`src/design/xlz_pkg.sv`:
```
package xlz_pkg;

    // Command kinds handed from the front end to the back end.
    localparam logic [1:0] CMD_NONE  = 2'd0;
    localparam logic [1:0] CMD_LIT   = 2'd1;
    localparam logic [1:0] CMD_MATCH = 2'd2;

    // Result error codes.
    localparam logic [1:0] ERR_NONE   = 2'd0;
    localparam logic [1:0] ERR_TRUNC  = 2'd1;
    localparam logic [1:0] ERR_OFFSET = 2'd2;

    // Configuration register indexes.
    localparam logic REG_KEY_EVEN = 1'b0;
    localparam logic REG_KEY_ODD  = 1'b1;

    localparam logic [7:0] KEY_EVEN_RESET = 8'd66;
    localparam logic [7:0] KEY_ODD_RESET  = 8'd83;

    // Tokens governed by one flag byte; this value also means "expecting a flag byte".
    localparam logic [3:0] FLAG_TOKENS = 4'd8;

    // Command queue between the front and back ends.
    localparam int QUEUE_DEPTH = 4;
    localparam int QPTR_W      = 2;
    localparam int QCNT_W      = 3;

    typedef struct packed {
        logic [1:0]  kind;
        logic [7:0]  data;      // literal byte or match length
        logic [15:0] offset;    // match back offset
        logic        is_start;  // first byte of an entry: restart the write pointer
        logic        is_end;    // last byte of an entry
        logic [1:0]  err;
    } t_cmd;

endpackage

```
`src/design/xlz_front.sv`:
```
module xlz_front #(
    parameter int WINDOW_SIZE = 4096
) (
    input  logic            i_clk,
    input  logic            i_rst_n,
    input  logic            i_accept,
    input  logic [7:0]      i_packed_byte,
    input  logic            i_entry_start,
    input  logic            i_entry_end,
    input  logic            i_cfg_we,
    input  logic            i_cfg_index,
    input  logic [7:0]      i_cfg_data,
    output xlz_pkg::t_cmd   o_cmd
);

    localparam int BHW = $clog2(WINDOW_SIZE + 1);
    localparam int CW  = (BHW + 1 > 17) ? BHW + 1 : 17;
    localparam logic [BHW-1:0] BH_MAX = BHW'(WINDOW_SIZE);

    logic [7:0]     r_key_even, r_key_odd;
    logic [7:0]     r_flags,  n_flags;
    logic [3:0]     r_tidx,   n_tidx;
    logic [1:0]     r_tphase, n_tphase;
    logic [15:0]    r_off,    n_off;
    logic           r_kphase, n_kphase;
    logic [BHW-1:0] r_held,   n_held;

    logic [7:0]     clear_byte;
    logic [CW-1:0]  held_sum;
    logic           bad_offset;

    always_comb begin
        n_flags  = r_flags;
        n_tidx   = r_tidx;
        n_tphase = r_tphase;
        n_off    = r_off;
        n_kphase = r_kphase;
        n_held   = r_held;
        if (i_entry_start) begin
            n_flags  = '0;
            n_tidx   = xlz_pkg::FLAG_TOKENS;
            n_tphase = '0;
            n_off    = '0;
            n_kphase = 1'b0;
            n_held   = '0;
        end

        clear_byte = i_packed_byte ^ (n_kphase ? r_key_odd : r_key_even);
        n_kphase   = ~n_kphase;
        held_sum   = CW'(n_held) + CW'(clear_byte);
        bad_offset = (n_off == 16'd0) || (CW'(n_off) > CW'(n_held));

        o_cmd          = '0;
        o_cmd.kind     = xlz_pkg::CMD_NONE;
        o_cmd.data     = clear_byte;
        o_cmd.offset   = n_off;
        o_cmd.is_start = i_entry_start;
        o_cmd.is_end   = i_entry_end;
        o_cmd.err      = xlz_pkg::ERR_NONE;

        if (n_tidx >= xlz_pkg::FLAG_TOKENS) begin
            n_flags = clear_byte;
            n_tidx  = '0;
        end else if (!n_flags[n_tidx[2:0]]) begin
            o_cmd.kind = xlz_pkg::CMD_LIT;
            if (n_held < BH_MAX) begin
                n_held = n_held + 1'b1;
            end
            n_tidx = n_tidx + 1'b1;
        end else if (n_tphase == 2'd0) begin
            n_off    = {8'd0, clear_byte};
            n_tphase = 2'd1;
        end else if (n_tphase == 2'd1) begin
            n_off    = {clear_byte, n_off[7:0]};
            n_tphase = 2'd2;
        end else begin
            n_tphase = 2'd0;
            if (bad_offset) begin
                o_cmd.err = xlz_pkg::ERR_OFFSET;
            end else begin
                o_cmd.kind = xlz_pkg::CMD_MATCH;
                if (held_sum > CW'(WINDOW_SIZE)) begin
                    n_held = BH_MAX;
                end else begin
                    n_held = held_sum[BHW-1:0];
                end
            end
            n_tidx = n_tidx + 1'b1;
        end

        if (i_entry_end) begin
            if (n_tphase != 2'd0) begin
                o_cmd.err = xlz_pkg::ERR_TRUNC;
            end
            n_flags  = '0;
            n_tidx   = xlz_pkg::FLAG_TOKENS;
            n_tphase = '0;
            n_off    = '0;
            n_kphase = 1'b0;
        end
    end

    always_ff @(posedge i_clk) begin
        if (!i_rst_n) begin
            r_key_even <= xlz_pkg::KEY_EVEN_RESET;
            r_key_odd  <= xlz_pkg::KEY_ODD_RESET;
            r_flags    <= '0;
            r_tidx     <= xlz_pkg::FLAG_TOKENS;
            r_tphase   <= '0;
            r_off      <= '0;
            r_kphase   <= 1'b0;
            r_held     <= '0;
        end else begin
            if (i_cfg_we) begin
                if (i_cfg_index == xlz_pkg::REG_KEY_EVEN) begin
                    r_key_even <= i_cfg_data;
                end else begin
                    r_key_odd <= i_cfg_data;
                end
            end
            if (i_accept) begin
                r_flags  <= n_flags;
                r_tidx   <= n_tidx;
                r_tphase <= n_tphase;
                r_off    <= n_off;
                r_kphase <= n_kphase;
                r_held   <= n_held;
            end
        end
    end

endmodule

```
`config.mk`:
```
export PLATFORM = sky130hd
export DESIGN_NAME = xlz_front
export DESIGN_NICKNAME = d
export VERILOG_FILES = /design/src/design/xlz_pkg.sv /design/src/design/xlz_front.sv
export SDC_FILE = /design/constraint.sdc
export NUM_CORES = 1
export LEC_CHECK = 0
export BUFFER_PORTS_ARGS = -buffer_cell sky130_fd_sc_hd__buf_2
export CAP_MARGIN = 20
export CORE_ASPECT_RATIO = 1.75
export CORE_MARGIN = 2
export CORE_UTILIZATION = 55
export CTS_CLUSTER_SIZE = 25
export DETAILED_ROUTE_END_ITERATION = 6
export PLACE_DENSITY = 0.75
export SLEW_MARGIN = 25
export SYNTH_ARGS = -nofsm -noshare
export SYNTH_HDL_FRONTEND = slang
export SYNTH_SLANG_ARGS = --single-unit
```
`constraint.sdc`:
```
create_clock -name i_clk -period 4.9 [get_ports i_clk]
set_clock_uncertainty 0.15 [all_clocks]
set_input_delay 0.245 -clock i_clk [delete_from_list [all_inputs] [get_ports i_clk]]
set_output_delay 0.245 -clock i_clk [all_outputs]
set_load 0.01 [all_outputs]
```
# After elaboration in Yosys (flattened, before gate mapping)

Cells that the tools add are included.

Register bits after elaboration: 60
Memory bits (writable): 0
Word-level logic and storage cells: 72
Memories kept: 0
Memory bits (read-only): 0
Latch bits: 0

Equality and inequality tests: 1
Div/mod/pow operators: 0
Mux-type cells: 46
Shift operators: 0
$mul: 0
Reduce and logical (&&, ||, !) cells: 6
Order comparisons: 5
Add/subtract/negate cells: 3
Bitwise operators: 3

Operators with widths:

| kind                                                                              | count |
|---|---|
| 13-bit two-way mux                                                                | 8 |
| 16-bit two-way mux                                                                | 6 |
| 2-bit two-way mux                                                                 | 18 |
| 8-bit two-way mux                                                                 | 4 |
| 4-bit two-way mux                                                                 | 6 |
| 16-bit by 13-bit greater-than comparator with 1-bit output                        | 1 |
| 16-bit logical NOT                                                                | 1 |
| 13-bit by 8-bit adder with 14-bit output                                          | 1 |
| 14-bit by 13-bit greater-than comparator with 1-bit output, second input constant | 1 |
| 13-bit by 1-bit adder with 13-bit output, second input constant                   | 1 |
| 13-bit less-than comparator, second input constant                                | 1 |
| 8-bit bitwise XOR                                                                 | 1 |
| 4-bit by 1-bit adder with 4-bit output, second input constant                     | 1 |
| 4-bit greater-or-equal comparator, second input constant                          | 1 |
| 3-bit by 4-bit less-than comparator with 1-bit output, second input constant      | 1 |
| 2-bit AND reduction                                                               | 2 |
| 1-bit binary-select mux with 3-bit select                                         | 1 |
| 1-bit two-way mux                                                                 | 3 |
| 2-bit by 1-bit equality test with 1-bit output, second input constant             | 1 |
| 2-bit logical NOT                                                                 | 1 |
| 1-bit inverter                                                                    | 2 |
| 2-bit nonzero test                                                                | 1 |
| 1-bit logical OR                                                                  | 1 |

# Longest topological paths before layout

Depth after elaboration: 11
Depth in mapped cells: 17
Depth with buffers taken out: 14

# Worst setup path after synthesis

Ideal clock, no wire load.

Path kind: input-to-reg
Start: in i_entry_start
End: reg r_held[8]
Arrival time: 4,203 ps
Required time: 4,676 ps
Buffers on the path: 3
Setup time: 74 ps
Stages on the path: 17
Setup slack: 473 ps
Cells stage by stage: buf_2 -> buf_2 -> clkinv_1 -> nand2_1 -> mux2i_1 -> xnor2_1 -> ha_1 -> clkbuf_1 -> a21o_1 -> a21oi_1 -> mux2i_1 -> o311ai_0 -> or3b_1 -> nor4_2 -> a21oi_2 -> or4b_1 -> a31oi_1

RTL lines:

| element                | line             | RTL |
|---|---|---|
| start: declaration     | xlz_front.sv:8   | `input logic i_entry_start,` |
| end signal: assignment | xlz_front.sv:127 | `r_held <= n_held;` |
| end: declaration       | xlz_front.sv:26  | `logic [BHW-1:0] r_held, n_held;` |

# Worst setup path in the final report

Start: reg r_kphase
End: reg r_held[8]

Longest elaborated chain between the ends: 11

Ends and longest elaborated chain:

| element                                                    | line             | RTL |
|---|---|---|
| start: declaration                                         | xlz_front.sv:25  | `logic r_kphase, n_kphase;` |
| start signal: assignment                                   | xlz_front.sv:126 | `r_kphase <= n_kphase;` |
| 1-bit two-way mux *                                        | xlz_front.sv:39  | `if (i_entry_start) begin` |
| 8-bit two-way mux *                                        | xlz_front.sv:48  | `clear_byte = i_packed_byte ^ (n_kphase ? r_key_odd : r_key_even);` |
| 8-bit bitwise XOR *                                        | xlz_front.sv:48  |  |
| 13-bit by 8-bit adder with 14-bit output *                 | xlz_front.sv:50  | `held_sum = CW'(n_held) + CW'(clear_byte);` |
| 14-bit by 13-bit greater-than comparator with 1-bit output | xlz_front.sv:82  | `if (held_sum > CW'(WINDOW_SIZE)) begin` |
| 13-bit two-way mux *                                       | xlz_front.sv:82  |  |
| 13-bit two-way mux *                                       | xlz_front.sv:78  | `if (bad_offset) begin` |
| 13-bit two-way mux *                                       | xlz_front.sv:73  | `end else if (n_tphase == 2'd1) begin` |
| 13-bit two-way mux *                                       | xlz_front.sv:70  | `end else if (n_tphase == 2'd0) begin` |
| 13-bit two-way mux *                                       | xlz_front.sv:64  | `end else if (!n_flags[n_tidx[2:0]]) begin` |
| 13-bit two-way mux *                                       | xlz_front.sv:61  | `if (n_tidx >= xlz_pkg::FLAG_TOKENS) begin` |

Mark *: on every way between the ends. The rest lies on a longest branch, timed or not.
A chain may end at the register's enable or synchronous reset.

==> impl_metrics.ini <==
[power_and_ir_drop]
p_per_area_nw_per_um2 = 250.1
ir_drop_uv = 242.9
p_leak_uw = 0.002276

[cts]
cts_tree = done
cts.clk_slew.worst_paths_ps = 60
cts_resized = 0
cts_setup_buffers = 0
clockRootBuffer = clkbuf_16
cts_hold_buf = 4
cts_buffers = 9
insertion_delay_ps = 340
cts_buffer_depth = 2
htree_levels = 3
cts.sinks = 60

[drt]
vias = 5255
drtPass1Iterations = 6
drcViolationCount = 0
drt_wl_total_um = 15860
routed_via_density = 6.536
wl_per_cell_um = 19.73
drt.antenna.violating_nets = 0
dr.first_iter.drc_count = 564

[synthesis]
synth_fp_nets = 688
synth-xor-area-share_pct = 4.331
ys_warn_count = 0
synth-adder-area-share_pct = 5.672
ys_ff_latch = 60
ys_seq_area_share_pct = 24.75
syn_area_per_cell_um2 = 7.548
synth_compound_area_share_pct = 26.35
yosys.area_share.simple_pct = 29.18
ys.flop_type = dfxtp_1
synth_top_family_by_area = simple AND/OR/NAND/NOR gates
netlist_area_um2 = 4853
synth_edf_count = 0
yosys.cell_count.top_type = nand2_1
synthCells = 643
yosysUniqueCellTypes = 76
synth_commonest_cells = 81 x nand2_1, 60 x dfxtp_1, 55 x nor2b_1
synth-async-reset-ratio_pct = 0
synth_top_area_share_pct = 24.75
synthMuxAreaShare_pct = 4.769
yosys-top-cells-area = dfxtp_1 25%, nor2b_1 7.1%, nand2_1 6.3%
yosys.area.top_type = dfxtp_1

[die]
rows = 45
die_h_um = 128.3
die_area_um2 = 9622
die_width_um = 75.01
core_um2 = 8615
start_util_pct = 56.34
num_io_pins = 53

[placed_design]
hpwl_um = 11920
portBuffers = 52
place_congestion = 1.029
place_inst = 784

[setup_path]
endpoint_kind = flip-flop
worstPathMaxFanout = 11
crit_arrival_ps = 4750
r2r_cells = 14
crit_required_ps = 5010
critPathLaunchType = flip-flop
worstSetupPathType = flip-flop to flip-flop

[global_routing]
grt_max_degree = 59
antenna_found_initial = 0
grt_pass1_vias = 4959
grt_overflow_total = 0
grt.total_usage_pct = 34.39
grt_pass1_wl_um = 25010

[sta]
fin_crit_sh_pct = 94.65
slew_headroom_pct = 32.71
worst_slew_pin_slew_ps = 1001
rsz0062_at_grt = false
fin_tns_setup_ps = 0
fmax_ghz = 0.2156
setup_viol = 0
min_period_ps = 4638
hold_viol_final = 0
drv_slew = 0

[hold_path]
holdCritPathClass = primary input to flip-flop
hold_path_depth = 3

[layout]
multiInputGateArea_um2 = 3418
final.fill_count = 757
regArea_um2 = 1201
syn_to_final_growth_pct = 13.84
drive_gt1_share_pct = 14.26
final_cell_count_no_fill = 804
antennaDiodeCount = 0
finalNetCount = 727

[job]
maxCapViolCount = 0

[run_status]
run_status = finished, final reports clean
report_power, final:
group	internal, µW	switching [µW]
logic	81.4	139
clock network	398	249
registers	501	14.0
path summary, 6_finish.rpt:
| check | from | endpoint | slack, ps |
|---|---|---|---|
| setup / recovery | r_kphase | r_held[8] | 260 |
| hold / removal | i_cfg_data[3] | r_key_even[3] | 30 |
| setup reg to reg | r_kphase | r_held[8] | 260 |
| hold reg to reg | r_key_even[6] | r_key_even[6] | 320 |
layout make-up:
class / count / share of cell area, %
Inverter: 22 / 1.495
Clock buffer: 10 / 4.144
Sequential cell: 60 / 21.74
Tap cell: 117 / 2.649
Timing Repair Buffer: 66 / 6.793
Clock inverter: 6 / 1.313
Multi-Input combinational cell: 523 / 61.87
critical path: stages, from the launching register on:
cell and delay, ps:
dfxtp_1 540, nand2_1 230, buf_4 230, mux2i_1 130
xnor2_1 320, ha_1 390, a21o_1 210, a21oi_1 420
mux2i_1 270, o311ai_0 180, or3b_1 410, nor4_2 220
a21oi_2 200, or4b_1 530, a31oi_1 170
through the flow:
stage	hold slack [ps]	total power [µW]	utilization, %	setup slack, ps	area, µm²
floorplan	219.0	662.5	-	473.1	4853
global placement	299.1	732.4	60.10	577.6	5177
detailed placement	307.2	736.4	60.10	430.8	5177
CTS	17.19	1376	64.07	403.1	5519
global route	45.22	1423	64.14	2.289	5525
finish	25.78	1382	64.14	262.3	5525
cell families after synthesis:
logic type / count (synthesis)
DFF: 60
and+or+nand+nor: 274
buffers and inverters: 60
adders and majority gates: 22
muxes: 19
xor gates and xnor gates: 24
AOI/OAI and AO/OA: 184
registers in the layout (all words and copies together) (netlist names):
name	cells
r_key_odd	8
r_flags	8
r_kphase	1
r_off	16
r_tphase	2
r_key_even	8
r_tidx	4
r_held	13
placed cells by master (no fill, tap or decap), types with 16 or more instances in the layout:
cell and instances:
a21oi_1 38, nor2b_1 55, dfxtp_1 60, nand2_1 81, nand3_1 19, o21ai_0 43
nor2_1 40, ha_1 22, a22oi_1 16, xnor2_1 22, inv_1 20, buf_2 52
layer usage:
layer	GRT usage [%]	share of wire (%)	vias up
met1	38.98	35	2448
li1	-	-	2388
met2	56.55	49	310
met4	24.05	8.3	0
met3	5.582	6.9	109
met5	0	0	-
(Power assumes the default switching activity.)
