**src/design/xlz_pkg.sv**
```systemverilog
package xlz_pkg;

    // Command kinds handed from the front end to the back end.
    localparam logic [1:0] CMD_NONE  = 2'd0;
    localparam logic [1:0] CMD_LIT   = 2'd1;
    localparam logic [1:0] CMD_MATCH = 2'd2;

    // Result error codes.
    localparam logic [1:0] ERR_NONE   = 2'd0;
    localparam logic [1:0] ERR_TRUNC  = 2'd1;
    localparam logic [1:0] ERR_OFFSET = 2'd2;

    // Configuration register indexes.
    localparam logic REG_KEY_EVEN = 1'b0;
    localparam logic REG_KEY_ODD  = 1'b1;

    localparam logic [7:0] KEY_EVEN_RESET = 8'd66;
    localparam logic [7:0] KEY_ODD_RESET  = 8'd83;

    // Tokens governed by one flag byte; this value also means "expecting a flag byte".
    localparam logic [3:0] FLAG_TOKENS = 4'd8;

    // Command queue between the front and back ends.
    localparam int QUEUE_DEPTH = 4;
    localparam int QPTR_W      = 2;
    localparam int QCNT_W      = 3;

    typedef struct packed {
        logic [1:0]  kind;
        logic [7:0]  data;      // literal byte or match length
        logic [15:0] offset;    // match back offset
        logic        is_start;  // first byte of an entry: restart the write pointer
        logic        is_end;    // last byte of an entry
        logic [1:0]  err;
    } t_cmd;

endpackage

```
**src/design/xlz_cmd_fifo.sv**
```systemverilog
module xlz_cmd_fifo (
    input  logic          i_clk,
    input  logic          i_rst_n,
    input  logic          i_push,
    input  xlz_pkg::t_cmd i_data,
    output logic          o_full,
    input  logic          i_pop,
    output logic          o_valid,
    output xlz_pkg::t_cmd o_data
);

    xlz_pkg::t_cmd                r_mem [xlz_pkg::QUEUE_DEPTH];
    logic [xlz_pkg::QPTR_W-1:0]   r_wr, r_rd;
    logic [xlz_pkg::QCNT_W-1:0]   r_count;

    assign o_full  = (r_count == xlz_pkg::QCNT_W'(xlz_pkg::QUEUE_DEPTH));
    assign o_valid = (r_count != '0);
    assign o_data  = r_mem[r_rd];

    always_ff @(posedge i_clk) begin
        if (i_push) begin
            r_mem[r_wr] <= i_data;
        end
    end

    always_ff @(posedge i_clk) begin
        if (!i_rst_n) begin
            r_wr    <= '0;
            r_rd    <= '0;
            r_count <= '0;
        end else begin
            if (i_push) begin
                r_wr <= r_wr + 1'b1;
            end
            if (i_pop) begin
                r_rd <= r_rd + 1'b1;
            end
            if (i_push && !i_pop) begin
                r_count <= r_count + 1'b1;
            end else if (i_pop && !i_push) begin
                r_count <= r_count - 1'b1;
            end
        end
    end

    assert property (@(posedge i_clk) disable iff (!i_rst_n) !(i_pop && !o_valid))
        else $error("command queue popped while empty");
    assert property (@(posedge i_clk) disable iff (!i_rst_n) !(i_push && o_full))
        else $error("command queue pushed while full");
    assert property (@(posedge i_clk) disable iff (!i_rst_n)
        (i_push && !i_pop) |=> (r_count == $past(r_count) + 1'b1))
        else $error("command queue count lost a push");

endmodule

```
**config.mk**
```make
export PLATFORM = sky130hd
export DESIGN_NAME = xlz_cmd_fifo
export DESIGN_NICKNAME = d
export VERILOG_FILES = /design/src/design/xlz_pkg.sv /design/src/design/xlz_cmd_fifo.sv
export SDC_FILE = /design/constraint.sdc
export NUM_CORES = 1
export LEC_CHECK = 0
export ABC_AREA = 1
export BUFFER_PORTS_ARGS = -buffer_cell sky130_fd_sc_hd__buf_2
export CORE_MARGIN = 10
export CORE_UTILIZATION = 60
export CTS_CLUSTER_SIZE = 40
export DETAILED_ROUTE_END_ITERATION = 16
export HOLD_SLACK_MARGIN = 0.03
export PLACE_DENSITY_LB_ADDON = 0.2
export SETUP_SLACK_MARGIN = 0.2
export SLEW_MARGIN = 10
export SYNTH_ARGS = -nofsm -noshare
export SYNTH_HDL_FRONTEND = slang
export SYNTH_SLANG_ARGS = --single-unit
```
**constraint.sdc**
```tcl
create_clock -name i_clk -period 3.8 [get_ports i_clk]
set_clock_uncertainty 0.2 [all_clocks]
set_input_delay 0.57 -clock i_clk [delete_from_list [all_inputs] [get_ports i_clk]]
set_output_delay 0.57 -clock i_clk [all_outputs]
set_load 0.01 [all_outputs]
```
* Yosys cells after proc, flatten, opt, wreduce, memory -nomap -nowiden *
Memory sizes are Yosys's and may differ from the RTL's. A register that Yosys moved wholly into a read port is not among the register bits.
Cells that the tools add are included.

word-level totals
  register bits after elaboration = 7
  RAM bits = 120
  bits of input ports = 34
  output and inout bits = 32
  logic and storage cells = 21
  memories = 1

operators by class
  add/sub/neg operators = 4
  equal/unequal tests = 1
  muxes and demuxes = 6
  reduce and logical (&&, ||, !) cells = 6

memories
  memory  depth  width  read ports  clocked after memory_dff  wr ports  RTL line            source
  r_mem   4      30     1           1                         1         xlz_cmd_fifo.sv:12  xlz_pkg::t_cmd r_mem [xlz_pkg::QUEUE_DEPTH];

operators with widths
  operator             number
  $mux 3               2
  $add 2x1->2 const B  2
  $mux 2               2
  $add 3x1->3 const B  1
  $eq 3x3->1 const B   1
  $reduce_bool 3->1    1
  $sub 3x1->3 const B  1
  $logic_and 1x1->1    2
  $logic_not 1->1      2
  $mux 1               2
  $reduce_bool 2->1    1

* Longest topological paths before layout *
Gate-level depths: netlist of run 1.

  depth in word-level cells = 4
  mapped depth = 10
  mapped depth without buffers = 10

* Worst setup path before layout of run 1 *
No wires, ideal clock.

  path type = input -> register
  start = input i_push
  end = memory r_mem[0][0] (netlist bit), enable pin
  library setup time = 0.385 ns
  data arrival time = 1.200 ns
  required time = 3.215 ns
  slack = 2.016 ns
  stages on the path = 2
  path buffers = 0
  path through = nand2_1 -> inv_1

between the ends
  word-level cells in the longest chain between the ends = 2

ends and longest elaborated chain
  element                       RTL line            source
  start, declared               xlz_cmd_fifo.sv:4   input logic i_push,
  $mux 1                        xlz_cmd_fifo.sv:21  if (i_push) begin
  $mux 1 (implied by the code)  xlz_cmd_fifo.sv:22  r_mem[r_wr] <= i_data;
  end, declared                 xlz_cmd_fifo.sv:12

No other way between the ends.

==> flow_metrics.tcl, run 1 <==
set metrics [dict create \
    status "finished, final reports clean" \
    drtPass1Iterations 4 \
    worstPathArrival_ns 2.21 \
    clkTransAtPathRegs_ns 0.06 \
    power_density_nw_per_um2 613 \
    die_h_um 111 \
    cts_max_path_buffers 2 \
    synth_area_leaders "edfxtp_1, nor2_1, o22ai_1" \
    io_buffers 65 \
    synthAdderAreaFrac 0.0167 \
    synth_area_sq_um 4940 \
    min_to "r_mem[1][26]" \
    hp-class "in2reg" \
    post_cts_buffers 0 \
    timing.final.ws_setup_ns 0.822 \
    dp_hpwl_mm 5.55 \
    reg2reg_slack_ns 2.14 \
    overflow 0 \
    avgRoutedWirePerCell_um 17.8 \
    synth_cells 350 \
    hold_depth 1 \
    worstReg2RegEnd "r_mem[2][18]" \
    core_sq_um 8130 \
    die_area_sq_um 12300 \
    drt-initial-drc-count 177 \
    pre_cts_ws_ns 1.33 \
    ys_warn_count 0 \
    hold_start "i_data[26]" \
    htreeDepth 4 \
    start_kind "flop" \
    ys_seq_area_frac 0.766 \
    cts-root-buf "clkbuf_8" \
    synth_xor_area_frac 0 \
    netlist.area_leader.share 0.729 \
    ys_ff_latch 129 \
    synth_nets 390 \
    maxCapViolCount 0 \
    drv_slew 0 \
    period_share 0.784 \
    cts_buffers 17 \
    antenna_found_initial 0 \
    r2r_start "r_wr[0]" \
    p_leak_nw 2.19 \
    io_pins 66 \
    crit_chain "inv_8 -> o21ai_1 -> o22ai_1 -> buf_2" \
    slew_headroom 0.331 \
    met1_usage 0.189 \
    grt_use_met2 0.262 \
    path_buf_inv 2 \
    cts_sinks 129 \
    fin_crit_ns 2.98 \
    cp_max_fo 60 \
    grt_setup_unrepaired "no" \
    synth_top_family_by_area "compound AO/OA/AOI/OAI gates" \
    cpPeakStageDelay_ns 0.89 \
    synth_compound_area_frac 0.109 \
    muxShareOfSynthArea 0 \
    totalWireLength_mm 9.57 \
    ys_types 18 \
    finalNonFillerCells 538 \
    grt_start_max_net_pins 61 \
    drtAntennaViolNets 0 \
    grt-busiest-layer "met2" \
    dpl.cell_count 507 \
    use_met3 0.0595 \
    cts_tree "yes" \
    vias 2960 \
    routabilityCongestion 0.738 \
    drive_gt1_frac 0.238 \
    viasPerCell 5.50 \
    syn_avg_cell_area_sq_um 14.1 \
    post_cts.resized_instances 0 \
    clk_latency_ns 0.49 \
    grt_pass1_vias 3076 \
    rr_worst_depth 5 \
    crit_type "reg2out" \
    finalSetupViolations 0 \
    setup_tns_ns 0 \
    num_rows 33 \
    crit_slowest_cell "dfxtp_2" \
    required_ns 3.03 \
    cp_top_family "flip-flops" \
    grt_pass1_wl_mm 15.6 \
    utilization 0.727 \
    fmax_mhz 336 \
    die_width_um 111 \
    yosys.area.top_type "edfxtp_1" \
    drc 0 \
    tightestPinTransition_ns 1.00 \
    area_delta_synth_final_pct 19.6 \
    synth-simple-area-share 0.0610 \
    grt_use_total 0.159 \
    start_util 0.608 \
    cp.depth 4 \
    peakVddDrop_v 0.000422 \
    nNetsFinal 461 \
    hold_viol 0 \
    n_antenna_cell 0 \
    hold_buffers 0 \
    end_kind "output pin" \
]
==> routing by layer <==
metal	vias up	wire, um
met2	108	4990
met1	1408	3860
met5	-	0
met4	0	70
li1	1438	-
met3	6	638
==> final cells by class <==
cell class / instances / area (sq um)
clock buffer: 18 / 418
clock inverter: 13 / 211
fill: 519 / 2220
inverter: 17 / 71.3
multi-input combinational: 185 / 922
sequential: 129 / 3780
tap: 105 / 131
timing repair buffer: 71 / 370
==> power by group <==
| part | leakage, nW | internal, W | switching, W |
|---|---|---|---|
| clock | 0.305 | 0.00113 | 0.000565 |
| sequential | 1.18 | 0.00162 | 0.0000296 |
| combinational | 0.710 | 0.0000975 | 0.000177 |
| total | 2.19 | 0.00285 | 0.000771 |
==> sequential cells by signal, summed over array words and instances, names as in the netlist, named ones only <==
signal / count
r_wr: 2
r_rd: 2
r_mem: 120
r_count: 3
==> placed cells by master (no fill, tap or decap) <==
cell type   netlist  final
inv_8             1      1
nand4_1           1      1
o21ai_1          30     30
ha_1              5      5
nor2_1           66     66
inv_1            16     16
o21ai_0          36     36
clkinv_2          0      2
nand2_1          10     10
a21oi_1           4      4
buf_4             3      6
dfxtp_1           9      8
o22ai_1          30     30
bufinv_16         0      5
clkbuf_8          0      1
clkinv_4          0      4
nor3_1            1      1
edfxtp_1        120    120
nand3_1           1      1
clkbuf_16         0     16
clkinvlp_4        0      1
dfxtp_2           0      1
inv_6             0      1
fa_1              1      1
buf_2             6     65
clkbuf_1          0      1
==> cell usage after synthesis <==
cell type,n
nand4_1,1
nor2_1,66
ha_1,5
nor3_1,1
o21ai_1,30
buf_4,3
buf_6,10
a21oi_1,4
inv_1,16
nand2_1,10
dfxtp_1,9
nand3_1,1
fa_1,1
edfxtp_1,120
inv_8,1
buf_2,6
o22ai_1,30
o21ai_0,36
==> worst register-to-register path: stages, from the launching register on <==
cell	delay, ns
dfxtp_1	0.33
inv_1	0.11
ha_1	0.16
nand2_1	0.05
inv_1	0.05
buf_4	0.38
==> kinds of logic after synthesis <==
family                     after synthesis
adders and majority gates                6
DFF                                    129
and+or+nand+nor                         79
AOI/OAI and AO/OA                      100
buffers and inverters                   36
==> stage by stage <==
stage / power (W) / area [sq um] / hold slack, ns
floorplan: 0.00185 / 4940 / 0.212
global placement: 0.00195 / 5280 / 0.231
detailed placement: 0.00196 / 5280 / 0.235
CTS: 0.00365 / 5910 / 0.0593
global route: 0.00376 / 5910 / 0.0520
finish: 0.00362 / 5910 / 0.0819
==> worst max-delay path by stage <==
stage	slack, ns	end	start
floorplan	2.02	r_mem[0][0]	i_push
global placement	1.37	o_data[3]	flop
detailed placement	1.33	o_data[28]	flop
CTS	0.78	o_data[28]	flop
global route	0.60	o_data[16]	flop
finish	0.82	o_data[28]	flop
Note: power is estimated with default switching activity, not from simulation.
==> run 2: changes to the inputs <==
ABC_AREA = 0   (was 1)
CORE_UTILIZATION = 51   (was 60)
clock period = 2.7 ns   (was 3.8 ns; I/O delays follow)
==> flow_metrics.tcl, run 2 <==
set metrics [dict create \
    status "finished, final reports clean" \
    largest-register "r_mem" \
    ys_warn_count 0 \
    htreeDepth 4 \
    yosys.area.top_type "edfxtp_1" \
    grt_start_max_net_pins 30 \
    worst_hold_slack_ns 0.0813 \
    hp-class "in2reg" \
    syn_avg_cell_area_sq_um 24.0 \
    ys_seq_area_frac 0.792 \
    total_power_w 0.00511 \
    area_delta_synth_final_pct 30.2 \
    viasPerCell 5.25 \
    synth_edf_count 120 \
    synth_most_common_cell "edfxtp_1" \
    cp_max_fo 18 \
    largest_reg_flops 120 \
    drtPass1Iterations 5 \
    die_area_sq_um 13600 \
    synth_nets 239 \
    synth_top_flop_cell "edfxtp_1" \
    die_width_um 117 \
    period_share 0.884 \
    layout_commonest_cell "edfxtp_1" \
    cts_buffers 17 \
    drv_slew 0 \
    avgRoutedWirePerCell_um 19.4 \
    finalSetupViolations 0 \
    totalWireLength_mm 8.53 \
    synth_top_family_by_area "multiplexers" \
    grt_setup_unrepaired "no" \
    synthArstFlopShare 0 \
    start_util 0.519 \
    setup_tns_ns 0 \
    synthAdderAreaFrac 0.0173 \
    drc 0 \
    antenna_found_initial 0 \
    post_cts_buffers 0 \
    drtAntennaViolNets 0 \
    synth_xor_area_frac 0.00917 \
    muxShareOfSynthArea 0.146 \
    io_buffers 65 \
    start_kind "flop" \
    maxCapViolCount 0 \
    ys_types 18 \
    num_rows 35 \
    io_pins 66 \
    p_leak_nw 2.19 \
    synth-simple-area-share 0.0194 \
    slew_headroom 0.706 \
    n_antenna_cell 0 \
    grt_pass1_wl_mm 13.7 \
    required_ns 2.10 \
    final_cell_area_sq_um 6220 \
    yosys-top-cells-count "edfxtp_1, mux4_2, and2_1, dfxtp_1, ha_1" \
    hold_start "i_push" \
    grt_use_total 0.138 \
    fin_crit_ns 2.39 \
    final_cell_mix "edfxtp_1, buf_2, dlygate4sd3_1" \
    cts_max_path_buffers 2 \
    tightestPinTransition_ns 0.441 \
    vias 2303 \
    dp_hpwl_mm 5.25 \
    reg_top3 "r_mem (120), r_count (3)" \
    end_kind "output pin" \
    drive_gt1_frac 0.418 \
    dpl_cell_area_sq_um 5290 \
    cts_tree "yes" \
    drt-initial-drc-count 146 \
    fillers 608 \
    clkTransAtPathRegs_ns 0.06 \
    crit_type "reg2out" \
    cts_sinks 129 \
    cts-root-buf "clkbuf_8" \
    netlist.area_leader.share 0.755 \
    core_sq_um 9200 \
    grt_pass1_vias 2521 \
    nNetsFinal 355 \
    peakVddDrop_v 0.000379 \
    synth_cells 199 \
    routabilityCongestion 0.659 \
    clk_latency_ns 0.50 \
    synth_compound_area_frac 0.00262 \
    power_density_nw_per_um2 822 \
    r2r_start "r_wr[0]" \
    worstPathArrival_ns 1.78 \
    die_h_um 117 \
    hold_viol 0 \
    synth_area_leaders "edfxtp_1, mux4_2, dfxtp_1" \
    synth_area_sq_um 4770 \
    overflow 0 \
    ys_ff_latch 129 \
    fmax_mhz 419 \
]
==> run 2: worst max-delay path: stages (launching register included) <==
cell and delay, ns:
dfxtp_2 0.35, buf_8 0.22, mux4_2 0.55, buf_2 0.16
==> run 2: final cells by class <==
type | instances | area [sq um] | share of cell area
multi-input cells | 60 | 932 | 0.150
clock buffers | 18 | 418 | 0.0672
inverters | 4 | 15.0 | 0.00241
clock inverters | 14 | 189 | 0.0304
flip-flops and latches | 129 | 3790 | 0.609
repair buffers | 103 | 737 | 0.119
well taps | 111 | 139 | 0.0223
==> run 2: worst paths after layout <==
check	slack (ns)	cells after the start	to
worst max-delay path	0.31	3	o_data[16]
worst min-delay path	0.08	3	r_wr[1]
worst max register to register	0.96	3	r_mem[3][10]
worst min register to register	0.33	2	r_count[2]
==> run 2: logic make-up after synthesis <==
| group | after synthesis |
|---|---|
| DFF | 129 |
| muxes | 32 |
| and+or+nand+nor | 15 |
| buffers and inverters | 10 |
| adders and majority gates | 6 |
| xor gates and xnor gates | 5 |
| AOI/OAI and AO/OA | 2 |
==> run 2: what timing repair did <==
| item | CTS | global route |
|---|---|---|
| hold endpoints to repair | 129 | 0 |
| hold buffers | 31 | 0 |
| endpoints found under the setup margin | 18 | 9 |
| resized for setup | 2 | 2 |
==> run 2: layer usage <==
layer | vias to the layer above | GRT usage | routed length (um)
met4 | 0 | 0.0634 | 93
met2 | 61 | 0.218 | 4340
met5 | - | 0 | 0
li1 | 1059 | - | -
met1 | 1174 | 0.165 | 3590
met3 | 9 | 0.0503 | 502
==> run 2: power by group <==
group	switching, W	internal (W)	total, W
clock network	0.000801	0.00149	0.00229
registers	0.0000415	0.00229	0.00234
logic	0.000229	0.000250	0.000479
==> run 2: stage by stage <==
stage / cells / setup slack (ns) / util
4_1_cts: 439 / 0.199 / 0.675
6_report: 439 / 0.312 / 0.676
3_3_place_gp: 376 / 0.654 / 0.575
2_1_floorplan: 199 / 0.818 / -
3_5_place_dp: 376 / 0.572 / 0.575
5_1_grt: 439 / 0.219 / 0.676
